## config.mk

```make
export PLATFORM = sky130hd
export DESIGN_NAME = float_hash_mod_mersenne31_top
export DESIGN_NICKNAME = d
export VERILOG_FILES = /design/src/fhm31_pkg.sv /design/src/fhm31_unpack.sv /design/src/fhm31_reduce.sv /design/src/fhm31_finish.sv /design/src/float_hash_mod_mersenne31_top.sv
export SDC_FILE = /design/constraint.sdc
export NUM_CORES = 1
export LEC_CHECK = 0
export BUFFER_PORTS_ARGS = -buffer_cell sky130_fd_sc_hd__clkbuf_2
export CORE_MARGIN = 1.5
export CORE_UTILIZATION = 23
export DETAILED_ROUTE_END_ITERATION = 10
export GPL_TIMING_DRIVEN = 0
export PLACE_DENSITY = 0.46
export SLEW_MARGIN = 5
export SYNTH_ARGS = -nofsm -noshare
export SYNTH_HDL_FRONTEND = slang
export SYNTH_SLANG_ARGS = --single-unit
```

## constraint.sdc

```tcl
create_clock -name clk -period 4.5 [get_ports clk]
set_input_delay 0.225 -clock clk [delete_from_list [all_inputs] [get_ports clk]]
set_output_delay 0.225 -clock clk [all_outputs]
set_load 0.01 [all_outputs]
```

## src/fhm31_pkg.sv

```systemverilog
// Shared types and constants for the binary64 hash modulo 2^31-1 pipeline.
package fhm31_pkg;

    localparam int HASH_BITS = 31;
    localparam logic [30:0] HASH_MODULUS = 31'h7FFF_FFFF;
    localparam logic signed [31:0] HASH_INF = 32'sd314159;
    localparam logic [10:0] EXPO_SPECIAL = 11'h7FF;
    // The unbiased exponent of the lowest significand bit is expo - 1075,
    // and -1075 is congruent to 10 modulo 31.
    localparam logic [11:0] ROT_OFFSET = 12'd10;

    typedef enum logic [1:0] {
        CLS_FINITE,
        CLS_INF,
        CLS_NAN
    } value_class_t;

    typedef struct packed {
        value_class_t cls;
        logic         negative;
        logic [31:0]  mant_fold;
        logic [6:0]   rot_fold;
    } unpack_t;

    typedef struct packed {
        value_class_t cls;
        logic         negative;
        logic [30:0]  residue;
        logic [4:0]   rot;
    } reduce_t;

    typedef struct packed {
        value_class_t cls;
        logic         negative;
        logic [30:0]  rotated;
    } rotate_t;

endpackage

```

## src/fhm31_unpack.sv

```systemverilog
// First stage: field split, classification and first folds of significand and exponent.
module fhm31_unpack (
    input  logic               clk,
    input  logic               rst_n,
    input  logic               in_valid,
    output logic               in_ready,
    input  logic [63:0]        value_bits,
    output logic               out_valid,
    input  logic               out_ready,
    output fhm31_pkg::unpack_t out_data
);

    logic               valid_reg;
    logic               valid_next;
    fhm31_pkg::unpack_t data_reg;
    fhm31_pkg::unpack_t data_next;

    logic [10:0] expo;
    logic [51:0] frac;
    logic [52:0] mant;
    logic [11:0] rot_base;

    assign in_ready = !valid_reg || out_ready;

    always_comb
    begin
        expo = value_bits[62:52];
        frac = value_bits[51:0];
        if (expo == 11'd0)
        begin
            // Subnormals share the exponent of the smallest normal.
            mant     = {1'b0, frac};
            rot_base = 12'd1 + fhm31_pkg::ROT_OFFSET;
        end
        else
        begin
            mant     = {1'b1, frac};
            rot_base = {1'b0, expo} + fhm31_pkg::ROT_OFFSET;
        end
        data_next.negative  = value_bits[63];
        data_next.mant_fold = {1'b0, mant[30:0]} + {10'd0, mant[52:31]};
        data_next.rot_fold  = {2'b00, rot_base[4:0]} + {2'b00, rot_base[9:5]}
                            + {5'd0, rot_base[11:10]};
        if (expo == fhm31_pkg::EXPO_SPECIAL)
        begin
            data_next.cls = (frac != 52'd0) ? fhm31_pkg::CLS_NAN : fhm31_pkg::CLS_INF;
        end
        else
        begin
            data_next.cls = fhm31_pkg::CLS_FINITE;
        end
    end

    always_comb
    begin
        valid_next = in_ready ? in_valid : valid_reg;
    end

    always_ff @(posedge clk or negedge rst_n)
    begin
        if (!rst_n)
        begin
            valid_reg <= 1'b0;
        end
        else
        begin
            valid_reg <= valid_next;
        end
    end

    always_ff @(posedge clk)
    begin
        if (in_valid && in_ready)
        begin
            data_reg <= data_next;
        end
    end

    assign out_valid = valid_reg;
    assign out_data  = data_reg;

endmodule

```

## src/fhm31_reduce.sv

```systemverilog
// Second stage: final reduction of the significand residue and the rotate amount.
module fhm31_reduce (
    input  logic               clk,
    input  logic               rst_n,
    input  logic               in_valid,
    output logic               in_ready,
    input  fhm31_pkg::unpack_t in_data,
    output logic               out_valid,
    input  logic               out_ready,
    output fhm31_pkg::reduce_t out_data
);

    logic               valid_reg;
    logic               valid_next;
    fhm31_pkg::reduce_t data_reg;
    fhm31_pkg::reduce_t data_next;

    logic [31:0] mant_sum;
    logic [5:0]  rot_sum;

    assign in_ready = !valid_reg || out_ready;

    always_comb
    begin
        mant_sum = {1'b0, in_data.mant_fold[30:0]} + {31'd0, in_data.mant_fold[31]};
        if (mant_sum >= {1'b0, fhm31_pkg::HASH_MODULUS})
        begin
            mant_sum = mant_sum - {1'b0, fhm31_pkg::HASH_MODULUS};
        end
        rot_sum = {1'b0, in_data.rot_fold[4:0]} + {4'd0, in_data.rot_fold[6:5]};
        if (rot_sum >= 6'd31)
        begin
            rot_sum = rot_sum - 6'd31;
        end
        data_next.cls      = in_data.cls;
        data_next.negative = in_data.negative;
        data_next.residue  = mant_sum[30:0];
        data_next.rot      = rot_sum[4:0];
    end

    always_comb
    begin
        valid_next = in_ready ? in_valid : valid_reg;
    end

    always_ff @(posedge clk or negedge rst_n)
    begin
        if (!rst_n)
        begin
            valid_reg <= 1'b0;
        end
        else
        begin
            valid_reg <= valid_next;
        end
    end

    always_ff @(posedge clk)
    begin
        if (in_valid && in_ready)
        begin
            data_reg <= data_next;
        end
    end

    assign out_valid = valid_reg;
    assign out_data  = data_reg;

`ifndef SYNTHESIS
    a_residue_reduced: assert property (@(posedge clk) disable iff (!rst_n)
        valid_reg |-> (data_reg.residue != fhm31_pkg::HASH_MODULUS))
        else $error("Residue left unreduced.");
    a_rot_in_range: assert property (@(posedge clk) disable iff (!rst_n)
        valid_reg |-> (data_reg.rot < 5'd31))
        else $error("Rotate amount out of range.");
    a_stall_holds: assert property (@(posedge clk) disable iff (!rst_n)
        (valid_reg && !out_ready) |=> (valid_reg && $stable(data_reg)))
        else $error("Stalled item changed or dropped.");
`endif

endmodule

```

## src/fhm31_finish.sv

```systemverilog
// Last two stages: rotation of the residue, then sign and special-value selection.
module fhm31_finish (
    input  logic               clk,
    input  logic               rst_n,
    input  logic               in_valid,
    output logic               in_ready,
    input  fhm31_pkg::reduce_t in_data,
    output logic               out_valid,
    input  logic               out_ready,
    output logic signed [31:0] hash_value
);

    logic               rot_valid_reg;
    logic               rot_valid_next;
    fhm31_pkg::rotate_t rot_reg;
    fhm31_pkg::rotate_t rot_next;
    logic               rot_ready;

    logic               res_valid_reg;
    logic               res_valid_next;
    logic signed [31:0] res_reg;
    logic signed [31:0] res_next;

    logic [61:0] doubled;

    assign rot_ready = !res_valid_reg || out_ready;
    assign in_ready  = !rot_valid_reg || rot_ready;

    always_comb
    begin
        doubled           = {in_data.residue, in_data.residue} << in_data.rot;
        rot_next.cls      = in_data.cls;
        rot_next.negative = in_data.negative;
        rot_next.rotated  = doubled[61:31];
    end

    always_comb
    begin
        case (rot_reg.cls)
            fhm31_pkg::CLS_FINITE:
            begin
                res_next = rot_reg.negative ? -$signed({1'b0, rot_reg.rotated})
                                            : $signed({1'b0, rot_reg.rotated});
            end
            fhm31_pkg::CLS_INF:
            begin
                res_next = rot_reg.negative ? -fhm31_pkg::HASH_INF : fhm31_pkg::HASH_INF;
            end
            default:
            begin
                res_next = 32'sd0;
            end
        endcase
    end

    always_comb
    begin
        rot_valid_next = in_ready ? in_valid : rot_valid_reg;
        res_valid_next = rot_ready ? rot_valid_reg : res_valid_reg;
    end

    always_ff @(posedge clk or negedge rst_n)
    begin
        if (!rst_n)
        begin
            rot_valid_reg <= 1'b0;
            res_valid_reg <= 1'b0;
        end
        else
        begin
            rot_valid_reg <= rot_valid_next;
            res_valid_reg <= res_valid_next;
        end
    end

    always_ff @(posedge clk)
    begin
        if (in_valid && in_ready)
        begin
            rot_reg <= rot_next;
        end
        if (rot_valid_reg && rot_ready)
        begin
            res_reg <= res_next;
        end
    end

    assign out_valid  = res_valid_reg;
    assign hash_value = res_reg;

endmodule

```

## src/float_hash_mod_mersenne31_top.sv

```systemverilog
// Top level of the binary64 hash modulo 2^31-1 pipeline.
//
// Each item is one binary64 bit pattern and yields one signed 32-bit hash: the
// value modulo 2^31-1 with the input's sign, 314159 or -314159 for the
// infinities, and 0 for zeros and NaN. The pipeline has four register stages
// (unpack and first fold, final reduction, rotation, sign and special-value
// selection), and one item can be accepted in every cycle while the output
// is not stalled. Each stage advances when the stage after it is empty or
// moving, so a stall at the output fills the pipeline without losing or
// repeating an item.
module float_hash_mod_mersenne31_top (
    input  logic               clk,
    input  logic               rst_n,
    input  logic               in_valid,
    output logic               in_ready,
    input  logic [63:0]        value_bits,
    output logic               out_valid,
    input  logic               out_ready,
    output logic signed [31:0] hash_value
);

    logic               unpack_valid;
    logic               unpack_ready;
    fhm31_pkg::unpack_t unpack_data;
    logic               reduce_valid;
    logic               reduce_ready;
    fhm31_pkg::reduce_t reduce_data;

    fhm31_unpack u_unpack (
        .clk        (clk),
        .rst_n      (rst_n),
        .in_valid   (in_valid),
        .in_ready   (in_ready),
        .value_bits (value_bits),
        .out_valid  (unpack_valid),
        .out_ready  (unpack_ready),
        .out_data   (unpack_data)
    );

    fhm31_reduce u_reduce (
        .clk       (clk),
        .rst_n     (rst_n),
        .in_valid  (unpack_valid),
        .in_ready  (unpack_ready),
        .in_data   (unpack_data),
        .out_valid (reduce_valid),
        .out_ready (reduce_ready),
        .out_data  (reduce_data)
    );

    fhm31_finish u_finish (
        .clk        (clk),
        .rst_n      (rst_n),
        .in_valid   (reduce_valid),
        .in_ready   (reduce_ready),
        .in_data    (reduce_data),
        .out_valid  (out_valid),
        .out_ready  (out_ready),
        .hash_value (hash_value)
    );

endmodule

```

==> After elaboration in Yosys (flattened, before gate mapping) <==
Cells that the tools add are included.
{ "totals": {"ff_bits": 151, "inputBits": 68, "output_inout_bits": 34, "word_cells": 53} }
{ "op_classes": {"n_addsub": 9, "order_cmp": 2, "eq_ne": 2, "shifts": 1, "mux": 8, "n_reduce_logical": 15} }
{ "op_table": {"columns": ["cell", "n"], "rows": [
  ["32-bit two-way mux", 2],
  ["32-bit case mux with 2 select lines", 1],
  ["62-bit by 5-bit << shifter with 62-bit output", 1],
  ["53-bit two-way mux", 1],
  ["52-bit nonzero test", 1],
  ["31-bit by 1-bit adder with 32-bit output", 1],
  ["31-bit by 22-bit adder with 32-bit output", 1],
  ["32-bit by 31-bit >= comparator with 1-bit output, second input constant", 1],
  ["31-bit negation with 32-bit output", 1],
  ["31-bit two-way mux", 1],
  ["31-bit subtractor, second input constant", 1],
  ["11-bit by 4-bit adder with 12-bit output, second input constant", 1],
  ["12-bit two-way mux", 1],
  ["11-bit == test, second input constant", 1],
  ["11-bit zero test", 1],
  ["7-bit by 2-bit adder with 7-bit output", 1],
  ["5-bit by 2-bit adder with 6-bit output", 1],
  ["5-bit by 5-bit adder with 6-bit output", 1],
  ["6-bit by 5-bit >= comparator with 1-bit output, second input constant", 1],
  ["5-bit two-way mux", 1],
  ["5-bit subtractor, second input constant", 1],
  ["1-bit logical AND", 4],
  ["1-bit zero test", 4],
  ["1-bit logical OR", 4],
  ["3 further kinds", 3]
]} }

==> Logic depth before layout (Yosys ltp) <==
{ "depth": {"depth_word": 6, "depth_mapped": 13, "ltp_nobuf": 12} }

==> Hierarchy <==
Synthesis repeated with hierarchy kept, for this count alone.
{ "hier_totals": {"cells_unflattened": 1129, "hier_area_um2": 11025.6} }
{ "by_module_without_submodules": {"columns": ["module", "instances", "cells_per_inst", "area_per_inst_um2", "seq_area_each_um2"], "rows": [
  ["fhm31_finish", 1, 535, 5027.3, 2031.9],
  ["fhm31_unpack", 1, 309, 3164.3, 1286.2],
  ["fhm31_reduce", 1, 285, 2834.0, 1196.1]
]} }

==> Worst setup path before layout <==
No wires, ideal clock.
{ "synth_timing": {"path_type": "register -> register", "from": "register u_unpack.data_reg, in the netlist u_unpack.out_data[7]", "to": "register u_reduce.data_reg, in the netlist u_reduce.out_data[14], data pin", "setup_ns": 0.254, "t_arrival_ns": 3.049, "required_ns": 4.246, "setup_slack_ns": 1.196, "path_stages_with_launch": 14, "n_path_buf": 1, "period_less_slack_ns": 3.304, "cell_sequence": "edfxtp_1 -> ha_1 -> ha_1 -> ha_1 -> nand3_1 -> or2_2 -> a311o_1 -> a221oi_1 -> nand4_1 -> nor4b_4 -> or2_2 -> and3_2 -> buf_6 -> nor2_1"} }
{ "synth_via": {"elab_chain_cells": 3, "word_cells_on_any_way": 4, "cone_classes": "2 x add/sub; 1 x order compare; 1 x mux"} }
{ "synth_lines": {"columns": ["element", "line_no", "rtl"], "rows": [
  ["from (decl)", "fhm31_unpack.sv:15", "fhm31_pkg::unpack_t data_reg;"],
  ["from (signal assigned)", "fhm31_unpack.sv:75", "data_reg <= data_next;"],
  ["31-bit by 1-bit adder with 32-bit output *", "fhm31_reduce.sv:25", "mant_sum = {1'b0, in_data.mant_fold[30:0]} + {31'd0, in_data.mant_fold[31]};"],
  ["31-bit subtractor or 32-bit by 31-bit >= comparator with 1-bit output (tied branches)", "fhm31_reduce.sv:28, fhm31_reduce.sv:26", null],
  ["31-bit two-way mux *", "fhm31_reduce.sv:26", "if (mant_sum >= {1'b0, fhm31_pkg::HASH_MODULUS})"],
  ["via u_reduce.mant_sum[9]", "fhm31_reduce.sv:18", "logic [31:0] mant_sum;"],
  ["to (signal assigned)", "fhm31_reduce.sv:62", "data_reg <= data_next;"],
  ["to (decl)", "fhm31_reduce.sv:15", "fhm31_pkg::reduce_t data_reg;"]
]} }
The timed path passes the listed nets; every way through them passes the cells marked *.
A chain may end at the register's enable or synchronous reset.

==> Worst setup path after layout <==
{ "layout_timing": {"from": "register u_unpack.data_reg, in the netlist u_unpack.out_data[38]", "to": "register u_reduce.data_reg, in the netlist u_reduce.out_data[34], data pin"} }
The elaborated chain is that of the path after synthesis.

==> reports/qor.yml <==
status: "finished clean"
dp_hpwl_um: 22500
power.leakage_uw: 0.00470
rows: 78
grt_max_degree: 41
grt_pass1_wl_um: 44500
cts_inserted_buffers: 17
synth_seq_cells: 151
port_buffers: 100
vias: 8291
syn_nets: 1155
crit_path_end_kind: "register"
synth_edf_count: 147
drt_iter0_drc: 336
antenna_left: 0
synth_area_leader_cell: "edfxtp_1"
utilization: 0.275
post_cts_buffers: 0
synth_xor_area_frac: 0.0611
synthCells: 1046
track_usage: 0.119
synth.most_common_cell: "edfxtp_1"
largest_register_ffs: 42
overflow: 0
layout_setup_ws_ns: 0.392
fin_setup_tns_ns: 0
synthesis.area_sq_mm: 0.0106
worstPathArrival_ns: 4.29
reg2reg_to: "u_reduce.out_data[34]"
worstSetupStartpoint: "u_unpack.out_data[38]"
yosysTopAreaCellShare: 0.416
yosysWarnings: 0
whs_ns: 0.117
drive_gt1_frac: 0.172
synth-compound-area-share: 0.126
finalSetupViolations: 0
seq_area_frac_synth: 0.425
drt_drc_violations_left: 0
regToRegSetupSlack_ns: 0.39
cts_max_level: 4
cp-start-kind: "register"
irDropWorstVdd_uv: 295
cts.path.max_buffers: 2
period_share: 0.913
path_class: "register to register"
finalCriticalPeriod_ns: 4.11
hold_viol_final: 0
drt_pass1_iterations: 7
clk_pin_slew_ns: 0.07
ios: 102
antenna_found_initial: 0
r2r_cells: 12
synth.distinct_cells: 61
fin_skew_ns: 0.0103
start_util: 0.233
drv_slew: 0
clk_latency_ns: 0.44
cts_tree: "yes"
avgSynthCellArea_sq_um: 10.1
required_ns: 4.68
die_h_um: 218
post_synth_fa_ha_maj_area_fraction: 0.0521
r2r_start: "u_unpack.out_data[38]"
vias_per_cell: 4.65
wl_per_cell_um: 15.6
rsz0062_at_grt: "false"
fin_nets: 1280
cts.sinks: 151
min_path_type: "input pin to asynchronous set/reset pin"
cts_root_buf: "clkbuf_16"
gp_congestion: 0.897
core_area_sq_mm: 0.0455
synth_top_family_by_area: "simple AND/OR/NAND/NOR gates"
synthMuxAreaShare: 0.131
die-area_sq_mm: 0.0474
worstSetupEndpoint: "u_reduce.out_data[34]"
pre_cts_ws_ns: 0.281
cp_max_fo: 10
grt_pass1_vias: 8408
syn_to_final_growth_pct: 17.9
ys_async_sr_fraction: 0.0265
synth.area.top_cells: "edfxtp_1, mux4_2, mux2i_1"
synth_ff_type: "edfxtp_1"
tightestPinTransition_ns: 0.789
power.density_mw_per_mm2: 436
max-cap-violations: 0
synth_simple_gate_area_share: 0.174
clock.fmax_ghz: 0.243
wl_um: 27800
relSlewSlack: 0.474
ys_top_cells_by_count: "edfxtp_1, nand2_1, nor2_1"
antenna_cells: 0
total_power_uw: 5460
dieWidth_um: 218
-- report_power, final --
part / internal, uW / switching, uW / leakage (uW) / total [uW]
clock network: 715 / 621 / 0.000258 / 1340
logic: 807 / 1110 / 0.00297 / 1910
registers: 1960 / 250 / 0.00148 / 2210
-- how the worst min path moves through the flow --
stage,to,startpoint
4_1_cts,u_finish.out_valid,rst_n
3_5_place_dp,u_unpack.out_valid,rst_n
6_report,u_finish.out_valid,rst_n
3_3_place_gp,u_unpack.out_valid,rst_n
2_1_floorplan,u_finish.out_valid,rst_n
5_1_grt,u_finish.out_valid,rst_n
-- stage by stage --
step	std cells	area (sq um)
after floorplan	1046	10600
after global placement	1746	11900
after detailed placement	1749	11900
after CTS	1784	12500
after global routing	1784	12500
final	1784	12500
-- cells by family (layout without fill, tap and decap cells) --
family	after synthesis	after routing
AND/OR/NAND/NOR	377	377
AO/OA/AOI/OAI	221	221
flip-flops	151	151
buffers and inverters	83	221
XOR/XNOR	74	74
adder cells (fa/ha/maj)	42	42
multiplexers	98	98
-- per-layer routing --
metal	track usage	wire length, um	vias to the layer above
li1	-	-	4180
met1	0.142	12400	3868
met2	0.211	13600	194
met3	0.0208	1030	49
met4	0.0497	765	0
met5	0	0	-
-- area by class of cell --
type / instances / area (sq um)
Buffer: 48 / 198
Clock buffer: 17 / 425
Inverter: 35 / 131
Tap cell: 600 / 751
Fill cell: 4853 / 33000
Timing Repair Buffer: 106 / 591
Clock inverter: 15 / 119
Sequential cell: 151 / 4510
Multi-Input combinational cell: 812 / 5790
-- critical path: stages (launching register included) --
cell	delay (ns)
edfxtp_1	0.39
ha_1	0.28
ha_1	0.31
nand4_1	0.31
nor2_2	0.42
nand3b_1	0.17
a2111oi_0	0.58
nand4_1	0.23
nor4b_4	0.44
or2_2	0.22
and3_2	0.26
buf_6	0.16
nor2_1	0.05
-- repair_timing --
action                                  in CTS  in global routing
resized for setup                            0                  1
endpoints found under the setup margin       0                 23
hold buffers                                 3                  0
endpoints found under the hold margin        6                  0
-- cells in the final DEF, fill, tap and decap left out, types with 11 or more instances in the layout --
cell / n
nor3_1: 24
o21ai_0: 82
clkbuf_16: 17
and3_1: 18
mux2_2: 16
and2_1: 11
xnor2_1: 43
ha_1: 37
a21o_1: 22
a21oi_1: 56
nand2_1: 106
mux4_2: 31
mux2i_1: 51
xor2_1: 31
clkbuf_2: 100
nor2_1: 102
clkbuf_1: 31
nor4_1: 27
edfxtp_1: 147
inv_1: 35
nand3_1: 22
nand4_1: 22
Power figures use the tool's default switching activity.
